File: src/sv/ucd_pkg.sv
`timescale 1ns / 1ps

package ucd_pkg;

  localparam int MAX_NODES = 64;
  localparam int MAX_EDGES = 256;

  localparam int NODE_W = 7;
  localparam int NODE_IDX_W = $clog2(MAX_NODES);
  localparam int EDGE_IDX_W = $clog2(MAX_EDGES);
  localparam int HELD_W = EDGE_IDX_W + 1;
  localparam int ENTRY_W = HELD_W + 1;
  localparam int EDGES_OUT_W = 9;
  localparam int FUNC_W = 2;

  localparam logic [FUNC_W-1:0] FUNC_ADD = 2'd0;
  localparam logic [FUNC_W-1:0] FUNC_RUN = 2'd1;
  localparam logic [FUNC_W-1:0] FUNC_CLEAR = 2'd2;

  typedef struct packed {
    logic en;
    logic [EDGE_IDX_W-1:0] addr;
    logic [NODE_W-1:0] a;
    logic [NODE_W-1:0] b;
  } edge_wr_t;

  typedef struct packed {
    logic en;
    logic [NODE_IDX_W-1:0] addr;
    logic [NODE_W-1:0] node;
  } stack_wr_t;

endpackage

File: src/sv/ucd_walk_stack.sv
`timescale 1ns / 1ps

module ucd_walk_stack (
  input  logic                                clk,
  input  ucd_pkg::stack_wr_t                  wr,
  input  logic [ucd_pkg::NODE_IDX_W-1:0]      rd_addr,
  output logic [ucd_pkg::NODE_W-1:0]          rd_data
);

  logic [ucd_pkg::NODE_W-1:0] mem [ucd_pkg::MAX_NODES];

  always_ff @(posedge clk) begin
    if (wr.en) begin
      mem[wr.addr] <= wr.node;
    end
    rd_data <= mem[rd_addr];
  end

endmodule

File: config.mk
export PLATFORM = sky130hd
export DESIGN_NAME = ucd_walk_stack
export DESIGN_NICKNAME = d
export VERILOG_FILES = /design/src/sv/ucd_pkg.sv /design/src/sv/ucd_walk_stack.sv
export SDC_FILE = /design/constraint.sdc
export NUM_CORES = 1
export LEC_CHECK = 0
export BUFFER_PORTS_ARGS = -buffer_cell sky130_fd_sc_hd__buf_2
export CAP_MARGIN = 10
export CORE_UTILIZATION = 48
export CTS_BUF_LIST = sky130_fd_sc_hd__clkbuf_2
export CTS_CLUSTER_SIZE = 16
export DETAILED_ROUTE_END_ITERATION = 10
export SLEW_MARGIN = 20
export SYNTH_ARGS = -nofsm -noshare
export SYNTH_HDL_FRONTEND = slang
export SYNTH_SLANG_ARGS = --single-unit
File: constraint.sdc
create_clock -name clk -period 1.75 [get_ports clk]
set_input_delay 0.0875 -clock clk [delete_from_list [all_inputs] [get_ports clk]]
set_output_delay 0.0875 -clock clk [all_outputs]
set_load 0.03 [all_outputs]
==> results of run 1 <==
-- timing repair --
| action | in CTS | in global routing |
|---|---|---|
| endpoints found under the setup margin | 7 | 12 |
| hold buffers | 28 | 0 |
| hold endpoints to repair | 903 | 0 |
| resized for setup | 22 | 8 |
-- cell usage in the layout (no fill, tap or decap), types with 3 or more instances in the layout --
master         instances
edfxtp_1             448
o22ai_1                9
o22ai_2                3
buf_4                130
nand2_1                8
a211oi_1               4
clkbuf_2             153
nand2b_1               6
nand3b_1               4
mux4_2               112
nor3_1                 8
clkinv_1              32
clkinv_2               4
mux2i_1               14
o21ai_1                5
a22oi_1                8
and3b_1                3
nor2_1                76
o221ai_1               9
dfxtp_4                4
a21oi_1                6
nor2b_1                5
a22o_1                 3
nand3_1                9
dlygate4sd3_1         26
o21ai_0                3
buf_12                14
o31ai_1                7
buf_6                  6
buf_2                 15
nor3b_1                3
-- through the flow --
| stage | hold WS [ns] | cell area, sq um | setup slack [ns] | setup TNS (ns) |
|---|---|---|---|---|
| 6_report | 0.132 | 20700 | 0.0163 | 0 |
| 5_1_grt | 0.0915 | 20700 | -0.0352 | -0.0352 |
| 4_1_cts | 0.0607 | 20700 | -0.0424 | -0.0629 |
| 3_5_place_dp | 0.521 | 19300 | -0.159 | -0.736 |
| 3_3_place_gp | 0.512 | 19300 | -0.177 | -0.696 |
| 2_1_floorplan | 0.186 | 17600 | 0.115 | 0 |
-- worst paths after layout --
check	start	end	slack (ns)	cells past startpoint
worst max-delay path	wr[11]	mem[49][5]	0.02	7
worst min-delay path	wr[0]	mem[16][0]	0.13	2
worst max register to register	mem[23][2]	rd_data[2]	0.02	5
worst min register to register	mem[56][4]	rd_data[4]	0.84	4
-- metal layers --
layer	routed length (microns)	vias up
li1	-	4045
met1	17700	4875
met2	20000	399
met3	2820	66
met4	902	0
met5	0	-
-- registers in the layout (all words and copies together), names as in the netlist --
register and flops:
mem 448, rd_data 7
-- power breakdown --
| part | internal, W | total [W] | switching (W) |
|---|---|---|---|
| logic | 0.000594 | 0.00136 | 0.000771 |
| clock network | 0.00269 | 0.00682 | 0.00413 |
| registers | 0.0120 | 0.0121 | 0.0000475 |
| total | 0.0153 | 0.0203 | 0.00494 |
-- worst register-to-register path, stage by stage, from the launching register on --
cell      delay, ns
edfxtp_1       0.37
mux4_2         0.48
mux2_2         0.33
o22ai_2        0.15
buf_4          0.15
o31ai_1        0.09
-- logic make-up (layout without fill, tap and decap cells) --
group,after synthesis,after routing
DFF,455,455
and+or+nand+nor,130,130
muxes,130,130
AOI/OAI and AO/OA,65,65
other,0,1
buffers and inverters,47,389
-- cell type report --
type / count / area (sq um)
fill: 2647 / 15100
sequential: 455 / 13600
multi-input combinational: 325 / 3820
timing repair buffer: 191 / 1660
clock buffer: 153 / 766
tap: 461 / 577
clock inverter: 43 / 241
inverter: 2 / 7.51
antenna: 1 / 2.50
==> impl_summary.log, run 1 <==
[metrics] cell with the most instances on the worst path: dlygate4sd3_1
[metrics] met2 routing resource usage after global routing: 0.365
[metrics] post-CTS clock slew at the launch and capture registers of the worst setup and hold paths: 0.12 ns
[metrics] endpoint type of the worst setup path: flop
[metrics] number of warnings issued by yosys: 0
[metrics] H-tree levels: 3
[metrics] post-synthesis average cell area: 21.3 sq um
[metrics] max_cap viols: 0
[metrics] most frequent cells after synthesis: edfxtp_1, mux4_2, nor2_1, clkbuf_1, mux2i_1
[metrics] type of the worst min-delay path: input pin to flop
[metrics] met3 usage in global routing: 0.0468
[metrics] maximum vdd drop: 0.000602 V
[metrics] post-layout total power: 0.0203 W
[metrics] number of storage elements in the synthesis netlist: 455
[metrics] sequential area share after synthesis: 0.771
[metrics] biggest fanout along the worst timing path: 7
[metrics] wire length reported by the detailed router: 41.5 mm
[metrics] Placer Congestion: 0.813
[metrics] number of distinct library cells after synthesis: 38
[metrics] Die Y: 194 microns
[metrics] adder-cell share of the synthesized area: 0
[metrics] final clock skew: 0.113 ns
[metrics] HPWL Detailed: 26.9 mm
[metrics] unrepaired setup endpoints after global routing: true
[metrics] Max Clk Rate: 577 MHz
[metrics] Util after Layout: 0.577
[metrics] series of cell instances along the critical path: dlygate4sd3_1 > buf_2 > nor2b_1 > nand4_1 > dlygate4sd3_1 > nor3_1 > buf_4
[metrics] synthesized cell area: 0.0176 sq mm
[metrics] fraction of synthesis flops using an asynchronous set or reset pin: 0
[metrics] startpoint types: input pin
[metrics] Final Non-Filler Cells: 1,631
[metrics] final antenna-violating net count: 0
[metrics] number of top-level design ports: 28
[metrics] detailed-routing iteration count for the pre-antenna-repair pass: 5
[metrics] most used routing layer: met2
[metrics] detailed-route vias per instance: 5.75
[metrics] wire length per cell after detailed routing: 25.4 microns
[metrics] post-route fraction of the period consumed by the critical path: 0.991
[metrics] leading cell types by total area after synthesis: edfxtp_1, mux4_2, nor2_1, mux2i_1, dfxtp_1
[metrics] xor and xnor area share after synthesis: 0
[metrics] Inserted Clock Buffers: 108
[metrics] wire length of the first global-routing pass: 61.9 mm
[metrics] Clock Sink Count: 455
[metrics] number of placed cells counting well taps: 1,408
[metrics] Compound-Gate Fraction of Synth Area: 0.0262
[metrics] number of remaining DRC errors: 0
[metrics] Primary FF master, synth: edfxtp_1
[metrics] Core Rows: 69
[metrics] status: completed
[metrics] Die Wd: 194 microns
[metrics] min Tclk post-route: 1.73 ns
[metrics] Total Die Area: 0.0375 sq mm
[metrics] initial antenna violation count: 1
[metrics] synthesized instance count: 827
[metrics] number of endpoints failing setup at the final stage: 0
[metrics] Arrival @ worst endpoint: 2.40 ns
[metrics] Worst slew margin: 0.512
[metrics] via count of the first global-routing pass: 9,966
[metrics] cell family with the largest share of critical-path delay: buffers and inverters
[metrics] number of synthesized flops with an enable pin: 448
[metrics] type of the worst setup path: input pin to flop
[metrics] WP data required: 2.41 ns
[metrics] routed via count: 9,385
[metrics] Global Route Usage Sum: 0.229
[metrics] worst path buffer plus inverter count: 4
[metrics] Tightest Pin Transition: 0.732 ns
[metrics] Post-Synth Simple-Gate Area: 0.0343
[metrics] buffer type at the clock tree root: clkbuf_2
[metrics] areal power density over the cells: 980 mW/mm^2
[metrics] multiplexer area fraction after synthesis: 0.153
[metrics] biggest area consumer among synthesized cells: edfxtp_1
[metrics] final number of hold-violating endpoints: 0
[metrics] standby leakage power: 6.95 nW
[metrics] count leader, synth: edfxtp_1
[metrics] growth of design area from synthesis to finish: 17.3%
[metrics] floorplan core area: 0.0358 sq mm
[metrics] pin count of the biggest net entering global routing: 65
[metrics] final number of max-transition violations: 0
[metrics] TritonCTS clock tree: yes
[metrics] net count after synthesis: 848
[metrics] starting density of the core: 0.492
[metrics] share of final-layout standard cells stronger than drive strength 1: 0.392
[metrics] crit path max-delay cell type: dlygate4sd3_1
[metrics] Longest Clk Path Bufs: 3
[metrics] Post CTS Setup Buffer Count: 0
[metrics] drt initial violations: 733
[metrics] largest stage delay on the critical path: 0.64 ns
[metrics] clock latency of the later-clocked register in the worst-skew pair: 1.05 ns
[metrics] GR met1 Demand/Resource: 0.315
[metrics] portion of synthesized cell area occupied by the leading cell type: 0.763
[metrics] largest family of logic cells by synthesized area: multiplexers
[metrics] Final nets: 1,104
[metrics] total global routing overflow: 0
[metrics] PortBufs: 27
Power figures use the tool's default switching activity.
==> inputs of run 2 (changes only) <==
--- a/config.mk
+++ b/config.mk
@@ -11,6 +11,7 @@
 export CTS_BUF_LIST = sky130_fd_sc_hd__clkbuf_2
 export CTS_CLUSTER_SIZE = 16
 export DETAILED_ROUTE_END_ITERATION = 10
+export REMOVE_ABC_BUFFERS = 1
 export SLEW_MARGIN = 20
 export SYNTH_ARGS = -nofsm -noshare
 export SYNTH_HDL_FRONTEND = slang
==> run 2 against run 1 <==
Compared with the run above: clock power barely moved; global-route usage rose by 0.32 points; via count rose by 0.67%; wire length rose by 1.2%; non-clock buffer count rose by 6; combinational power barely moved; maximum frequency rose by 0.37%; largest cell class unchanged.
==> impl_summary.log, run 2 (synthesis results as in run 1) <==
[metrics] status: completed
[metrics] Longest Clk Path Bufs: 3
[metrics] drt initial violations: 808
[metrics] final antenna-violating net count: 0
[metrics] Placer Congestion: 0.882
[metrics] number of placed cells counting well taps: 1,413
[metrics] number of endpoints failing setup at the final stage: 0
[metrics] post-route fraction of the period consumed by the critical path: 0.987
[metrics] number of remaining DRC errors: 0
[metrics] TritonCTS clock tree: yes
[metrics] final number of max-transition violations: 0
[metrics] buffer type at the clock tree root: clkbuf_2
[metrics] Tightest Pin Transition: 0.732 ns
[metrics] WP data required: 2.62 ns
[metrics] floorplan core area: 0.0358 sq mm
[metrics] wire length of the first global-routing pass: 62.9 mm
[metrics] clock latency of the later-clocked register in the worst-skew pair: 1.00 ns
[metrics] Arrival @ worst endpoint: 2.60 ns
[metrics] most common cell after layout, fill and taps aside: edfxtp_1
[metrics] type of the worst min-delay path: input pin to flop
[metrics] Worst Slack Setup Final: 0.0227 ns
[metrics] Global Route Usage Sum: 0.232
[metrics] unrepaired setup endpoints after global routing: false
[metrics] growth of design area from synthesis to finish: 17.3%
[metrics] Top reg by flops: mem
[metrics] largest stage delay on the critical path: 0.51 ns
[metrics] crit path max-delay cell type: mux4_2
[metrics] Final nets: 1,111
[metrics] detailed-routing iteration count for the pre-antenna-repair pass: 7
[metrics] Post CTS Setup Buffer Count: 0
[metrics] HPWL Detailed: 27.1 mm
[metrics] # fillers: 2,702
[metrics] Inserted Clock Buffers: 109
[metrics] wire length per cell after detailed routing: 25.5 microns
[metrics] via count of the first global-routing pass: 10,100
[metrics] wire length reported by the detailed router: 42.0 mm
[metrics] min Tclk post-route: 1.73 ns
[metrics] detailed-route vias per instance: 5.74
[metrics] Max Clk Rate: 579 MHz
[metrics] max_cap viols: 0
[metrics] routed via count: 9,448
[metrics] type of the worst setup path: flop to flop
[metrics] most used routing layer: met2
[metrics] Util after Layout: 0.578
[metrics] Worst slew margin: 0.512
[metrics] GR met1 Demand/Resource: 0.313
[metrics] total global routing overflow: 0
[metrics] series of cell instances along the critical path: mux4_2 > nor3_1 > o31ai_1 > buf_4 > a22o_1
[metrics] Total Negative Setup Slacks: 0 ns
[metrics] areal power density over the cells: 980 mW/mm^2
[metrics] highest-count cells in the layout ignoring fill and taps: edfxtp_1, clkbuf_2, buf_4
[metrics] maximum vdd drop: 0.000523 V
[metrics] starting density of the core: 0.492
[metrics] Core Rows: 69
[metrics] final clock skew: 0.0762 ns
[metrics] Die Wd: 194 microns
[metrics] biggest fanout along the worst timing path: 1
[metrics] endpoint type of the worst setup path: flop
[metrics] standby leakage power: 7.01 nW
[metrics] H-tree levels: 3
[metrics] share of final-layout standard cells stronger than drive strength 1: 0.395
[metrics] leading registers by flop count: mem (448), rd_data (7)
[metrics] met2 routing resource usage after global routing: 0.371
[metrics] met3 usage in global routing: 0.0485
[metrics] post-CTS clock slew at the launch and capture registers of the worst setup and hold paths: 0.10 ns
[metrics] Total Die Area: 0.0375 sq mm
[metrics] worst setup slack after placement: -0.291 ns
[metrics] initial antenna violation count: 1
[metrics] Die Y: 194 microns
[metrics] number of top-level design ports: 28
[metrics] PortBufs: 27
[metrics] max FFs per register: 448
[metrics] final number of hold-violating endpoints: 0
[metrics] pin count of the biggest net entering global routing: 65
[metrics] Final Non-Filler Cells: 1,647
[metrics] startpoint types: flop
[metrics] Clock Sink Count: 455
[run 2: cell types whose count changed in the layout (fill, tap and decap cells not counted), moves of 2 or more]
cell / change
clkbuf_2: +11
buf_2: +4
buf_4: +4
buf_6: -4
dfxtp_4: -4
clkinv_2: +3
dfxtp_1: +3
o22ai_1: +3
o22ai_2: -3
clkinv_4: -2
inv_2: +2
[run 2: power by group]
| group | internal [W] | switching (W) | leakage (nW) |
|---|---|---|---|
| Clock | 0.00267 | 0.00416 | 0.780 |
| Sequential | 0.0120 | 0.0000351 | 4.09 |
| Combinational | 0.000578 | 0.000780 | 2.15 |
[run 2: final timing paths]
| kind | endpoint | slack, ns | start | cells past startpoint |
|---|---|---|---|---|
| setup / recovery | rd_data[3] | 0.02 | mem[51][3] | 5 |
| hold / removal | rd_data[6] | 0.14 | rd_addr[5] | 4 |
| setup reg to reg | rd_data[3] | 0.02 | mem[51][3] | 5 |
| hold reg to reg | rd_data[4] | 0.90 | mem[15][4] | 4 |
[run 2: critical path, delay by kind of cell, from the launching register on]
| family | cells | cell delay, ns |
|---|---|---|
| AOI/OAI and AO/OA | 2 | 0.33 |
| and+or+nand+nor | 1 | 0.28 |
| DFF | 1 | 0.37 |
| muxes | 1 | 0.51 |
| buffers and inverters | 1 | 0.17 |
[run 2: cell type report]
class	count	area, sq um	share of cell area
flip-flops and latches	455	13600	0.657
multi-input cells	325	3800	0.183
repair buffers	197	1690	0.0819
clock buffers	164	821	0.0397
well taps	461	577	0.0279
clock inverters	42	196	0.00949
inverters	2	7.51	0.000363
diodes	1	2.50	0.000121
[run 2: through the flow]
| step | instance area, sq um | hold slack, ns | total power, W |
|---|---|---|---|
| after global placement | 19400 | 0.442 | 0.0136 |
| after detailed placement | 19400 | 0.451 | 0.0136 |
| after CTS | 20700 | 0.0437 | 0.0205 |
| after floorplan | 17400 | 0.186 | 0.0128 |
| final | 20700 | 0.142 | 0.0203 |
| after global routing | 20700 | 0.0809 | 0.0211 |
[run 2: routing by layer]
| metal | wire (microns) | vias to the layer above |
|---|---|---|
| met3 | 2710 | 87 |
| met5 | 0 | - |
| met4 | 1260 | 0 |
| met2 | 20500 | 378 |
| met1 | 17500 | 4909 |
| li1 | - | 4074 |
[run 2: what timing repair did]
| item | 4_1_cts | 5_1_grt |
|---|---|---|
| setup endpoints to repair | 6 | 16 |
| cloned | 0 | 0 |
| hold buffers | 28 | 0 |
| resized for setup | 9 | 5 |
| hold endpoints to repair | 903 | 0 |
==> inputs of run 3 (changes only) <==
--- a/config.mk
+++ b/config.mk
@@ -5,6 +5,7 @@
 export SDC_FILE = /design/constraint.sdc
 export NUM_CORES = 1
 export LEC_CHECK = 0
+export ABC_AREA = 1
 export BUFFER_PORTS_ARGS = -buffer_cell sky130_fd_sc_hd__buf_2
 export CAP_MARGIN = 10
 export CORE_UTILIZATION = 48
==> run 3 against run 2 <==
Compared with the run above: sequential power hardly changed; final cell count increased by 44%; power grew 1.3%; final area increased by 2.5%; sequential share of layout area down 1.6 points; die area increased by 5.1%; utilization is 1.7 points lower; clock skew rose by 0.015 ns; critical path type unchanged.
==> impl_summary.log, run 3 <==
[metrics] multiplexer area fraction after synthesis: 0
[metrics] starting density of the core: 0.490
[metrics] setup slack of the most critical reg-to-reg path: 0.06 ns
[metrics] detailed-routing iteration count for the pre-antenna-repair pass: 5
[metrics] wire length of the first global-routing pass: 73.7 mm
[metrics] via count of the first global-routing pass: 12,700
[metrics] number of synthesized flops with an enable pin: 448
[metrics] depth of the worst register-to-register path: 9
[metrics] startpoint types: flop
[metrics] buffer type at the clock tree root: clkbuf_2
[metrics] internal cell power: 0.0153 W
[metrics] post-layout total power: 0.0205 W
[metrics] post-route fraction of the period consumed by the critical path: 0.964
[metrics] leading registers by flop count: mem (448), rd_data (7)
[metrics] sum of routed wire segments on met1: 20.7 mm
[metrics] Total Negative Setup Slacks: 0 ns
[metrics] standby leakage power: 8.06 nW
[metrics] synthesized cell area: 0.0185 sq mm
[metrics] max_cap viols: 0
[metrics] number of endpoints failing setup at the final stage: 0
[metrics] fraction of power consumed by the clock network: 0.333
[metrics] min Tclk post-route: 1.69 ns
[metrics] met3 wire length: 3.77 mm
[metrics] final clock skew: 0.0915 ns
[metrics] NetSw: 0.00526 W
[metrics] count leader, synth: nand2_1
[metrics] start point of the worst min-delay path: wr[4]
[metrics] instance count along the most critical hold path: 2
[metrics] number of top-level design ports: 28
[metrics] wire length reported by the detailed router: 47.9 mm
[metrics] status: completed
[metrics] Arrival @ worst endpoint: 2.57 ns
[metrics] DR top layer: met4
[metrics] Die Y: 199 microns
[metrics] Util after Layout: 0.561
[metrics] total global routing overflow: 0
[metrics] Placer Congestion: 0.837
[metrics] H-tree levels: 3
[metrics] PortBufs: 27
[metrics] wire length per cell after detailed routing: 20.2 microns
[metrics] final antenna-violating net count: 0
[metrics] final standard cell area without fillers: 0.0212 sq mm
[metrics] type of the worst setup path: flop to flop
[metrics] biggest area consumer among synthesized cells: edfxtp_1
[metrics] initial antenna violation count: 1
[metrics] share of final-layout standard cells stronger than drive strength 1: 0.180
[metrics] capture point of the worst reg-to-reg path: rd_data[6]
[metrics] areal power density over the cells: 968 mW/mm^2
[metrics] highest-count cells in the layout ignoring fill and taps: nand2_1, edfxtp_1, nand3_1
[metrics] floorplan core area: 0.0378 sq mm
[metrics] Core Rows: 71
[metrics] post-synthesis average cell area: 11.7 sq um
[metrics] number of distinct library cells after synthesis: 15
[metrics] drt initial violations: 1,097
[metrics] unrepaired setup endpoints after global routing: false
[metrics] Final nets: 1,800
[metrics] detailed-route vias per instance: 5.39
[metrics] synthesized instance count: 1,590
[metrics] Max Clk Rate: 593 MHz
[metrics] Compound-Gate Fraction of Synth Area: 0
[metrics] fraction of synthesis flops using an asynchronous set or reset pin: 0
[metrics] adder-cell share of the synthesized area: 0
[metrics] sequential area share after synthesis: 0.733
[metrics] Clock Sink Count: 455
[metrics] Total Die Area: 0.0394 sq mm
[metrics] Longest Clk Path Bufs: 3
[metrics] clock latency of the later-clocked register in the worst-skew pair: 1.04 ns
[metrics] Global Route Usage Sum: 0.253
[metrics] leading cell types by total area after synthesis: edfxtp_1, nand2_1, nand3_1, buf_2, nor2_1
[metrics] number of storage elements in the synthesis netlist: 455
[metrics] portion of synthesized cell area occupied by the leading cell type: 0.725
[metrics] largest family of logic cells by synthesized area: simple AND/OR/NAND/NOR gates
[metrics] endpoint type of the worst setup path: flop
[metrics] biggest fanout along the worst timing path: 1
[metrics] growth of design area from synthesis to finish: 14.4%
[metrics] xor and xnor area share after synthesis: 0
[metrics] Sw Share: 0.256
[metrics] pin count of the biggest net entering global routing: 97
[metrics] final number of hold-violating endpoints: 0
[metrics] most common cell after layout, fill and taps aside: nand2_1
[metrics] HPWL Detailed: 27.7 mm
[metrics] Worst slew margin: 0.609
[metrics] Inserted Clock Buffers: 113
[metrics] Tightest Pin Transition: 0.584 ns
[metrics] most frequent cells after synthesis: nand2_1, edfxtp_1, nand3_1, nor2_1, buf_2
[metrics] maximum vdd drop: 0.000543 V
[metrics] TritonCTS clock tree: yes
[metrics] Seq pwr share: 0.589
[metrics] DR WL met2: 22.5 mm
[metrics] WP data required: 2.64 ns
[metrics] end point of the most critical hold path: mem[16][4]
[metrics] Die Wd: 199 microns
[metrics] final number of max-transition violations: 0
[metrics] post-CTS clock slew at the launch and capture registers of the worst setup and hold paths: 0.12 ns
[metrics] number of warnings issued by yosys: 0
[metrics] Post-Synth Simple-Gate Area: 0.236
[metrics] post-place instance area: 0.0199 sq mm
[metrics] critical register-to-register path startpoint: mem[54][6]
[metrics] Top reg by flops: mem
[metrics] type of the worst min-delay path: input pin to flop
[metrics] routed via count: 12,800
[metrics] max FFs per register: 448
[metrics] relative contribution of combinational cells to total power: 0.078
[metrics] Primary FF master, synth: edfxtp_1
[metrics] number of remaining DRC errors: 0
[run 3: cell type report]
cell class,instances,area (sq um)
repair buffers,172,1580
diodes,1,2.50
clock inverters,15,85.1
inverters,12,51.3
flip-flops and latches,455,13600
multi-input cells,1025,4380
fillers,3373,16600
well taps,511,639
clock buffers,176,881
[run 3: worst max-delay path by stage]
stage	start	endpoint	depth (start not counted)
after floorplan	rd_addr[0]	rd_data[0]	9
after global placement	rd_addr[0]	rd_data[1]	11
after detailed placement	rd_addr[0]	rd_data[1]	11
after CTS	rd_data[5]	rd_data[5]	1
after global routing	rd_data[2]	rd_data[2]	1
final	mem[54][6]	rd_data[6]	9
[run 3: cells by family (layout without fill, tap and decap cells)]
logic type             count (synthesis)  count (layout)
other                                  0               1
buffers and inverters                110             375
AND/OR/NAND/NOR                     1025            1025
flip-flops                           455             455
[run 3: power by group through the flow]
stage | Clock (W) | Sequential (W) | Combinational [W]
6_report | 0.00684 | 0.0121 | 0.00160
5_1_grt | 0.00757 | 0.0121 | 0.00176
4_1_cts | 0.00702 | 0.0121 | 0.00162
3_5_place_dp | 0 | 0.0123 | 0.00154
3_3_place_gp | 0 | 0.0123 | 0.00153
2_1_floorplan | 0 | 0.0124 | 0.000612
[run 3: worst max-delay path, stage by stage, from the launching register on]
cell,delay (ns)
edfxtp_1,0.43
nand2_1,0.09
nand3_1,0.07
nand3_1,0.09
dlygate4sd3_1,0.55
nand2_1,0.07
nand2_1,0.07
nand3_2,0.08
nand3_1,0.07
nand2_1,0.06
[run 3: routing by layer]
metal  vias up  GRT usage
met5         -          0
met4         0     0.0889
met3        74     0.0505
met2       553      0.399
met1      6096      0.350
li1       6039          -
[run 3: stage by stage]
stage	hold WS (ns)	setup WS [ns]	instances
global route	0.0145	0.00712	2367
CTS	0.000676	0.000498	2368
detailed placement	0.479	0.0528	2146
floorplan	0.186	-0.0239	1492
finish	0.119	0.0629	2367
global placement	0.484	0.0702	2146
[run 3: repair_timing]
item	in CTS	in global routing
pin swaps	0	2
resized for setup	16	2
hold endpoints to repair	903	0
endpoints found under the setup margin	7	3
buffers inserted	0	0
hold buffers	31	0
